**config.mk**
```make
export PLATFORM = sky130hd
export DESIGN_NAME = card_whitelist_door_controller_top
export DESIGN_NICKNAME = d
export VERILOG_FILES = /design/src/design/cwdc_pkg.sv /design/src/design/cwdc_cell.sv /design/src/design/card_whitelist_door_controller_top.sv
export SDC_FILE = /design/constraint.sdc
export NUM_CORES = 2
export LEC_CHECK = 0
export BUFFER_PORTS_ARGS = -buffer_cell sky130_fd_sc_hd__buf_2
export CAP_MARGIN = 20
export CELL_PAD_IN_SITES_DETAIL_PLACEMENT = 0
export CELL_PAD_IN_SITES_GLOBAL_PLACEMENT = 2
export CORE_UTILIZATION = 40
export DETAILED_ROUTE_END_ITERATION = 6
export GPL_TIMING_DRIVEN = 1
export PLACE_DENSITY_LB_ADDON = 0.1
export SLEW_MARGIN = 5
export SYNTH_ARGS = -nofsm -noshare
export SYNTH_HDL_FRONTEND = slang
export SYNTH_SLANG_ARGS = --single-unit
```
**constraint.sdc**
```tcl
create_clock -name i_clk -period 2.9 [get_ports i_clk]
set_input_delay 0.145 -clock i_clk [delete_from_list [all_inputs] [get_ports i_clk]]
set_output_delay 0.145 -clock i_clk [all_outputs]
set_load 0.1 [all_outputs]
```
**src/design/cwdc_pkg.sv**
```systemverilog
package cwdc_pkg;

    // List geometry
    localparam int LIST_DEPTH = 16;
    localparam int UID_W      = 32;
    localparam int CNT_W      = $clog2(LIST_DEPTH + 1);
    localparam int ENTRY_W    = 5;

    // Operation field
    localparam int OP_W = 3;
    localparam logic [OP_W-1:0] OP_CARD_SEEN = 3'd0;
    localparam logic [OP_W-1:0] OP_NO_CARD   = 3'd1;
    localparam logic [OP_W-1:0] OP_ADD       = 3'd2;
    localparam logic [OP_W-1:0] OP_DELETE    = 3'd3;
    localparam logic [OP_W-1:0] OP_CLEAR     = 3'd4;
    localparam logic [OP_W-1:0] OP_DOOR      = 3'd5;

    localparam int DOOR_W = 8;
    localparam logic [DOOR_W-1:0] DOOR_OPEN_CMD = 8'd1;

    // Card event codes
    localparam int EV_W = 2;
    localparam logic [EV_W-1:0] EV_NONE   = 2'd0;
    localparam logic [EV_W-1:0] EV_TOGGLE = 2'd1;
    localparam logic [EV_W-1:0] EV_ALERT  = 2'd2;

    // Configuration space
    localparam int PADDR_W = 3;
    localparam int PDATA_W = 32;
    localparam logic REG_MASTER_UID = 1'b0;
    localparam logic [UID_W-1:0] MASTER_RESET = 32'h81F4_2C07;

    // Search word walking down the cell row
    typedef struct packed {
        logic             vld;
        logic             del;
        logic             found;
        logic [UID_W-1:0] uid;
    } t_tok;

    // Entry handed back to the left neighbor while a delete closes the gap
    typedef struct packed {
        logic             we;
        logic [UID_W-1:0] data;
    } t_back;

endpackage

```
**src/design/cwdc_cell.sv**
```systemverilog
module cwdc_cell (
    input  logic                       i_clk,
    input  logic                       i_rst_n,
    input  logic [cwdc_pkg::CNT_W-1:0] i_idx,
    input  logic [cwdc_pkg::CNT_W-1:0] i_count,
    input  logic                       i_add_we,
    input  logic [cwdc_pkg::UID_W-1:0] i_add_uid,
    input  cwdc_pkg::t_tok             i_tok,
    output cwdc_pkg::t_tok             o_tok,
    input  cwdc_pkg::t_back            i_back,
    output cwdc_pkg::t_back            o_back
);
    import cwdc_pkg::*;

    logic [UID_W-1:0] r_entry;
    t_tok             r_tok;
    t_tok             n_tok;
    logic             match;

    // Only entries below the fill count take part in a search
    assign match = i_tok.vld && (i_idx < i_count) && (r_entry == i_tok.uid);

    always_comb begin
        n_tok       = i_tok;
        n_tok.found = i_tok.found | match;
    end

    // Past the deleted entry, hand this entry one place to the left
    assign o_back.we   = i_tok.vld & i_tok.del & i_tok.found;
    assign o_back.data = r_entry;
    assign o_tok       = r_tok;

    always_ff @(posedge i_clk) begin
        if (i_add_we && (i_idx == i_count)) begin
            r_entry <= i_add_uid;
        end else if (i_back.we) begin
            r_entry <= i_back.data;
        end
    end

    always_ff @(posedge i_clk) begin
        if (!i_rst_n) begin
            r_tok <= '0;
        end else begin
            r_tok <= n_tok;
        end
    end

endmodule

```
**src/design/card_whitelist_door_controller_top.sv**
```systemverilog
// Channel   | Handshake                      | Payload
// ----------+--------------------------------+---------------------------------------------
// command   | start, busy (word taken when   | i_operation, i_card_uid, i_door_value
//           | start high and busy low)       |
// result    | o_done (one-cycle strobe)      | o_is_authorized, o_door_open, o_card_event,
//           |                                | o_op_status, o_entry_count
// config    | psel, penable, pwrite, pready  | paddr, pwdata, prdata (master_uid at 0x0)
//
// Card seen and delete send a search word down the row of LIST_DEPTH cells, one cell
// per cycle: o_done rises as busy drops, once the word has left the last cell and the
// result is registered. Later entries shift left as a delete passes.
// For all other operations o_done is high right after the taking edge.
// Reset is synchronous: empty list, door locked, no card present, master ID restored.
// The receiver cannot stall; each result is shown for exactly one cycle.
module card_whitelist_door_controller_top (
    input  logic                          i_clk,
    input  logic                          i_rst_n,
    input  logic                          start,
    output logic                          busy,
    input  logic [cwdc_pkg::OP_W-1:0]     i_operation,
    input  logic [cwdc_pkg::UID_W-1:0]    i_card_uid,
    input  logic [cwdc_pkg::DOOR_W-1:0]   i_door_value,
    output logic                          o_done,
    output logic                          o_is_authorized,
    output logic                          o_door_open,
    output logic [cwdc_pkg::EV_W-1:0]     o_card_event,
    output logic                          o_op_status,
    output logic [cwdc_pkg::ENTRY_W-1:0]  o_entry_count,
    input  logic                          psel,
    input  logic                          penable,
    input  logic                          pwrite,
    input  logic [cwdc_pkg::PADDR_W-1:0]  paddr,
    input  logic [cwdc_pkg::PDATA_W-1:0]  pwdata,
    output logic [cwdc_pkg::PDATA_W-1:0]  prdata,
    output logic                          pready
);
    import cwdc_pkg::*;

    typedef enum logic [1:0] {
        ST_IDLE = 2'b01,
        ST_WALK = 2'b10
    } t_state;

    t_state           r_state, n_state;
    t_tok             r_tok, n_tok;
    logic [CNT_W-1:0] r_count, n_count;
    logic             r_door, n_door;
    logic             r_card_present, n_card_present;
    logic             r_done, n_done;
    logic             r_auth, n_auth;
    logic [EV_W-1:0]  r_event, n_event;
    logic             r_status, n_status;
    logic [UID_W-1:0] r_master;

    logic             accept;
    logic             add_we;
    logic             auth;
    logic             cfg_we;
    t_tok             tok  [0:LIST_DEPTH];
    t_back            back [0:LIST_DEPTH];

    assign busy   = (r_state == ST_WALK);
    assign accept = start & ~busy;

    // ---------------------------------------------------------------------
    // Configuration port: master ID at word 0, everything else reads zero
    // ---------------------------------------------------------------------
    assign pready = 1'b1;
    assign cfg_we = psel & penable & pwrite & pready & (paddr[2] == REG_MASTER_UID);
    assign prdata = (paddr[2] == REG_MASTER_UID) ? r_master : '0;

    always_ff @(posedge i_clk) begin
        if (!i_rst_n) begin
            r_master <= MASTER_RESET;
        end else if (cfg_we) begin
            r_master <= pwdata;
        end
    end

    // ---------------------------------------------------------------------
    // Cell row: tok[0] enters cell 0, tok[LIST_DEPTH] leaves the last cell
    // ---------------------------------------------------------------------
    assign tok[0]           = r_tok;
    assign back[LIST_DEPTH] = '0;

    for (genvar g = 0; g < LIST_DEPTH; g++) begin : g_cell
        cwdc_cell u_cell (
            .i_clk     (i_clk),
            .i_rst_n   (i_rst_n),
            .i_idx     (CNT_W'(g)),
            .i_count   (r_count),
            .i_add_we  (add_we),
            .i_add_uid (i_card_uid),
            .i_tok     (tok[g]),
            .o_tok     (tok[g+1]),
            .i_back    (back[g+1]),
            .o_back    (back[g])
        );
    end

    // Card is authorized by the master ID or by any live list entry
    assign auth = tok[LIST_DEPTH].found | (tok[LIST_DEPTH].uid == r_master);

    // ---------------------------------------------------------------------
    // Sequencer
    // ---------------------------------------------------------------------
    always_comb begin
        n_state        = r_state;
        n_tok          = r_tok;
        n_tok.vld      = 1'b0;
        n_count        = r_count;
        n_door         = r_door;
        n_card_present = r_card_present;
        n_done         = 1'b0;
        n_auth         = 1'b0;
        n_event        = EV_NONE;
        n_status       = 1'b0;
        add_we         = 1'b0;

        unique case (r_state)
            ST_IDLE: begin
                if (accept) begin
                    unique case (i_operation)
                        OP_CARD_SEEN, OP_DELETE: begin
                            // Launch the search word down the row
                            n_tok.vld   = 1'b1;
                            n_tok.del   = (i_operation == OP_DELETE);
                            n_tok.found = 1'b0;
                            n_tok.uid   = i_card_uid;
                            n_state     = ST_WALK;
                        end
                        OP_NO_CARD: begin
                            n_card_present = 1'b0;
                            n_done         = 1'b1;
                        end
                        OP_ADD: begin
                            // Append at the fill count, or flag a full list
                            if (r_count < CNT_W'(LIST_DEPTH)) begin
                                add_we  = 1'b1;
                                n_count = r_count + 1'b1;
                            end else begin
                                n_status = 1'b1;
                            end
                            n_done = 1'b1;
                        end
                        OP_CLEAR: begin
                            n_count = '0;
                            n_done  = 1'b1;
                        end
                        OP_DOOR: begin
                            n_door = (i_door_value == DOOR_OPEN_CMD);
                            n_done = 1'b1;
                        end
                        default: begin
                            n_done = 1'b1;
                        end
                    endcase
                end
            end
            ST_WALK: begin
                // Finish when the search word drops off the last cell
                if (tok[LIST_DEPTH].vld) begin
                    n_state = ST_IDLE;
                    n_done  = 1'b1;
                    if (tok[LIST_DEPTH].del) begin
                        if (tok[LIST_DEPTH].found) begin
                            n_count = r_count - 1'b1;
                        end else begin
                            n_status = 1'b1;
                        end
                    end else begin
                        n_auth = auth;
                        // Act only on a fresh card, not one that is held
                        if (!r_card_present) begin
                            if (auth) begin
                                n_door  = ~r_door;
                                n_event = EV_TOGGLE;
                            end else begin
                                n_event = EV_ALERT;
                            end
                        end
                        n_card_present = 1'b1;
                    end
                end
            end
            default: begin
                n_state = ST_IDLE;
            end
        endcase
    end

    always_ff @(posedge i_clk) begin
        if (!i_rst_n) begin
            r_state        <= ST_IDLE;
            r_tok          <= '0;
            r_count        <= '0;
            r_door         <= 1'b0;
            r_card_present <= 1'b0;
            r_done         <= 1'b0;
            r_auth         <= 1'b0;
            r_event        <= EV_NONE;
            r_status       <= 1'b0;
        end else begin
            r_state        <= n_state;
            r_tok          <= n_tok;
            r_count        <= n_count;
            r_door         <= n_door;
            r_card_present <= n_card_present;
            r_done         <= n_done;
            r_auth         <= n_auth;
            r_event        <= n_event;
            r_status       <= n_status;
        end
    end

    // Door state and count registers already hold the post-item values
    assign o_done          = r_done;
    assign o_is_authorized = r_auth;
    assign o_door_open     = r_door;
    assign o_card_event    = r_event;
    assign o_op_status     = r_status;
    assign o_entry_count   = ENTRY_W'(r_count);

    // ---------------------------------------------------------------------
    // Assertions
    // ---------------------------------------------------------------------
    a_no_done_while_busy: assert property (@(posedge i_clk) disable iff (!i_rst_n)
        !(o_done && busy))
        else $error("result strobe while a search is in flight");

    a_count_bound: assert property (@(posedge i_clk) disable iff (!i_rst_n)
        r_count <= CNT_W'(LIST_DEPTH))
        else $error("fill count beyond list depth");

    a_short_op_done: assert property (@(posedge i_clk) disable iff (!i_rst_n)
        (accept && (i_operation != OP_CARD_SEEN) && (i_operation != OP_DELETE))
        |=> o_done)
        else $error("one-cycle operation gave no result");

    a_walk_done: assert property (@(posedge i_clk) disable iff (!i_rst_n)
        (busy && tok[LIST_DEPTH].vld) |=> (o_done && !busy))
        else $error("search finished without a result");

endmodule
```
Word-level counts from Yosys, hierarchy flattened. Cells that the tools add are included.

Add/subtract/negate cells: 2. Magnitude comparators: 17. Equal/unequal tests: 52. Mux-type cells: 71. Bitwise logic cells: 55. Reductions and logical operators: 75.

Operators by type and width (count): $mux W32 (31); $eq A32 B32 Y1 (17); $logic_and A1 B1 Y1 (48); $eq A4 B5 Y1 const A (8); $lt A4 B5 Y1 const A (8); $mux W35 (1); $and A1 B1 Y1 (34); $reduce_bool A2 Y1 (16); $mux W5 (5); $mux W1 (23); $eq A3 B5 Y1 const A (4); $lt A3 B5 Y1 const A (4); $pmux W5 S2 (2); $or A1 B1 Y1 (16); $ne A2 B1 Y1 const B (7); $reduce_and A7 Y1 (2); $eq A2 B5 Y1 const A (2); $lt A1 B5 Y1 const A (2); $lt A2 B5 Y1 const A (2); $reduce_and A3 Y1 (3); $eq A8 B1 Y1 const B (1); $mux W2 (4); $pmux W1 S2 (4); $eq A3 B2 Y1 const B (2); other kinds (19) (26).

Register bits: 1152. Input bits: 84. Output and inout port bits: 45. Logic and storage cells: 364.

Depth between registers and ports, before layout.
Depth after elaboration: 7. Mapped depth: 10. Gate-level depth less buffers: 8.

Hierarchy. A second synthesis with hierarchy kept.

Cells, all modules: 3737. Area, all modules: 48413.9 um2.

By module, submodules not included: cwdc_cell at g_cell[11].u_cell ... (times used 14, cells each 203, area an instance 2786.4 um2, sequential area each 1661.6 um2); cwdc_cell at g_cell[0].u_cell ... (times used 2, cells each 204, area an instance 2791.4 um2, sequential area each 1661.6 um2); card_whitelist_door_controller_top (times used 1, cells each 487, area an instance 3821.2 um2, sequential area each 1601.5 um2).

Worst setup path before layout. No wires, ideal clock.

Kind: register to register. Start point: register r_state[0]. End point: register g_cell[11].u_cell.r_entry[0], enable pin. Library setup time: 0.389 ns. Arrival time: 3.119 ns. Required time: 2.511 ns. Path slack: -0.608 ns. Cell stages (with the launch flop): 8. Path buffers: 1. Period minus slack after synthesis: 3.508 ns. Cell sequence: dfxtp_1 -> inv_1 -> ha_1 -> or4_4 -> nor4b_4 -> nand3_2 -> buf_2 -> nand2_1.

Word-level cells in the longest chain between the ends: 7. Elaborated cells on any way between the ends: 8. Classes of those cells: 2 x eq/ne; 2 x mux; 2 x bitwise; 2 x reduce/logical.

Ends and longest elaborated chain: start, declared (RTL line card_whitelist_door_controller_top.sv:44) `t_state r_state, n_state;`; start signal, assigned (RTL line card_whitelist_door_controller_top.sv:204) `r_state <= n_state;`; $eq A2 B2 Y1 (RTL line card_whitelist_door_controller_top.sv:62) `assign busy = (r_state == ST_WALK);`; net busy (RTL line card_whitelist_door_controller_top.sv:19) `output logic busy,`; $not A1 Y1 (no source line); $and A1 B1 Y1 (RTL line card_whitelist_door_controller_top.sv:63) `assign accept = start & ~busy;`; $mux W1 (RTL line card_whitelist_door_controller_top.sv:122) `if (accept) begin`; $mux W1 (RTL line card_whitelist_door_controller_top.sv:120) `unique case (r_state)`; $logic_and A1 B1 Y1 (RTL line cwdc_cell.sv:34) `if (i_add_we && (i_idx == i_count)) begin`; $reduce_bool A2 Y1 (no source line); end signal, assigned (RTL line cwdc_cell.sv:35) `r_entry <= i_add_uid;`; end signal, assigned (RTL line cwdc_cell.sv:37) `r_entry <= i_back.data;`; end, declared (RTL line cwdc_cell.sv:15) `logic [UID_W-1:0] r_entry;`.

The timed path passes the listed nets, and every way through them passes these cells. A chain may end at the register's enable or synchronous reset.

Worst setup path in the final report.
Start point: register r_state[0]. End point: register g_cell[8].u_cell.r_entry[26], data pin.

Word-level cells in the longest chain between the ends: 7. Elaborated cells on any way between the ends: 8. Classes of those cells: 2 x eq/ne; 3 x mux; 2 x bitwise; 1 x reduce/logical.

Ends and longest elaborated chain (RTL line): $eq A2 B2 Y1 (card_whitelist_door_controller_top.sv:62); $not A1 Y1 (no source line); $and A1 B1 Y1 (card_whitelist_door_controller_top.sv:63); $mux W1 (card_whitelist_door_controller_top.sv:122); $mux W1 * (card_whitelist_door_controller_top.sv:120); $logic_and A1 B1 Y1 * (cwdc_cell.sv:34); $mux W32 * (cwdc_cell.sv:34); end signal, assigned (cwdc_cell.sv:35); end signal, assigned (cwdc_cell.sv:37); end, declared (cwdc_cell.sv:15).

Every way passes the cells marked *; elsewhere a longest branch is shown, timed or not.

==> out/metrics.yaml <==
reg2reg_slack_ns: 0.26
layout.nets: 3736
rsz0062_at_grt: "no"
layout_common_cells: "dfxtp_1 (638), and2_1 (545), edfxtp_1 (512)"
clkLatencyLatePin_ns: 0.72
dr.pass1.iters: 5
clk_pin_slew_ns: 0.06
synth.cell_area_um2: 45800
clk_path_buf_depth: 3
synthTopCellsByArea: "edfxtp_1 (34%), dfxtp_1 (28%), mux2_2 (12%)"
dp_cells: 4963
worstSetupPathType: "reg -> reg"
grt_pass1_vias: 28500
min_path_type: "in -> reg"
cts-root-buf: "clkbuf_16"
via_per_inst: 5.09
gr-total-overflow: 0
post-route-cell-area_um2: 53100
die_area_um2: 116000
synth.yosys.seq_area_share_pct: 61.5
ant_nets: 0
synth.distinct_cells: 60
place_ws_ns: 0.249
io_buffers: 125
synth_top_area_cell: "edfxtp_1"
finalWorstSetupSlack_ns: 0.261
ir_drop_mv: 0.557
yosys.area.top_type_share_pct: 33.6
grt_max_degree: 176
grt_usage_pct: 24.3
wl_met1_um: 59500
die_h_um: 340
final_common_cell: "dfxtp_1"
leakage_uw: 0.0195
dr_wl_met3_um: 8110
totalWireLength_um: 141000
dpl.hpwl_um: 98500
period_share_pct: 91.0
ios: 129
ff2ff_path_depth: 8
critical_path.max_fanout: 10
synth_ff_type: "dfxtp_1"
clock-sinks: 1152
core-area_um2: 113000
nFillCells: 10200
synth_async_sr_flop_share_pct: 0
cts_tree: "done"
post_cts_buffers: 0
setup_tns_ns: 0
gp_congestion: 0.814
finalCriticalPeriod_ns: 2.64
critPathMaxStageDelay_ns: 0.61
end_kind: "flop"
ys_seq_elements: 1152
power.density_nw_per_um2: 640
instances_no_fill: 5255
finalCoreUtilization_pct: 47.0
wl_met2_um: 70000
antenna_found_initial: 17
cap_violations: 0
start_util_pct: 40.6
ctsHoldBuffers: 49
syn-instance-count: 3448
area_growth_pct: 15.9
required_ns: 3.37
cp_slowest_cell: "or4_4"
dpl_cell_area_um2: 48500
max_freq_mhz: 379
min_path_cells: 5
finalHoldViolations: 0
rows: 123
drive_above_1_share_pct: 23.4
cpMostUsedCell: "buf_4"
cts_resized: 0
grt_pass1_wl_um: 202000
routed.top_layer: "met5"
yosys_warnings: 0
synth.net_count: 3539
vias: 26700
status: "complete, no violations"
route.detailed.drc: 0
finalSetupViolations: 0
finalMaxSlewViolations: 0
critPathLaunchType: "flop"
worstMarginPinSlew_ns: 1.02
synth_edf_count: 512
arrival_ns: 3.11
avgRoutedWirePerCell_um: 26.9
relSlewSlack_pct: 32.2
die_w_um: 340
htreeDepth: 4
syn_area_per_cell_um2: 13.3
drt-initial-drc-count: 2173
cts_buffers: 130
worstPathCellList: "inv_1 -> ha_2 -> or4_4 -> nor4b_4 -> buf_4 -> nand2_2 -> buf_4 -> mux2_2"
skew_ns: 0.0212
==> final cells by class <==
cell class	instances	area [um^2]	area share [%]
Inverter	13	48.8	0.0919
Tap cell	1500	1880	3.53
Clock buffer	188	3780	7.12
Multi-Input combinational cell	2109	16900	31.8
Antenna cell	4	10.0	0.0188
Timing Repair Buffer	239	2000	3.76
Sequential cell	1152	28200	53.1
Clock inverter	50	318	0.598
==> sequential cells by signal, indices dropped and copies added, names as in the netlist <==
signal,flops
r_state,2
o_door_open,1
g_cell.u_cell.o_tok,560
r_tok,34
o_op_status,1
o_done,1
r_card_present,1
o_entry_count,5
o_card_event,2
r_master,32
g_cell.u_cell.r_entry,512
o_is_authorized,1
==> metal layers <==
metal / global-route usage, % / up-vias
li1: - / 12400
met1: 31.0 / 13400
met2: 41.4 / 662
met3: 4.95 / 190
met4: 7.16 / 2
met5: 0 / -
==> cells in the mapped netlist (all sizes together) (32+ instances only) <==
| library cell | count |
|---|---|
| dfxtp | 640 |
| and2 | 545 |
| edfxtp | 512 |
| mux2 | 480 |
| xor2 | 274 |
| xnor2 | 266 |
| clkbuf | 125 |
| nand2 | 110 |
| nor4 | 86 |
| nand4 | 81 |
| buf | 49 |
| nand3 | 45 |
| nor2b | 37 |
| o22a | 32 |
==> cell families after synthesis <==
logic type               share of synthesized area [%]
buffers and inverters                             1.75
adder cells (fa/ha/maj)                          0.191
other                                          0.00819
AO/OA/AOI/OAI                                     1.94
flip-flops                                        61.5
AND/OR/NAND/NOR                                   12.4
XOR/XNOR                                          10.3
multiplexers                                      11.8
==> path summary, 6_finish.rpt <==
path | from | to
max | r_state[0]$_SDFFE_PN1P_ | g_cell[8].u_cell.r_entry[26]$_DFFE_PP_
min | penable | r_master[29]$_SDFFE_PN0P_
max reg2reg | r_state[0]$_SDFFE_PN1P_ | g_cell[8].u_cell.r_entry[26]$_DFFE_PP_
min reg2reg | g_cell[9].u_cell.o_tok[33]$_SDFF_PN0_ | g_cell[10].u_cell.o_tok[33]$_SDFF_PN0_
==> where the power goes <==
part	switching (uW)	internal (uW)
Combinational	827	299
Sequential	89.4	16900
Clock	6530	9310
==> per-stage QoR <==
stage	power [uW]	hold WS, ns
6_report	34000	0.0566
3_3_place_gp	18400	0.363
3_5_place_dp	18500	0.368
2_1_floorplan	17900	0.244
4_1_cts	34300	0.00704
5_1_grt	35000	0.0333
==> critical path, delay by kind of cell, from the launching register on <==
family                   cells  cell delay (ns)
multiplexers                 1             0.28
AND/OR/NAND/NOR              3             1.08
adder cells (fa/ha/maj)      1             0.18
buffers and inverters        3             0.48
flip-flops                   1             0.36
No activity file was read; power rests on OpenSTA's default activity.
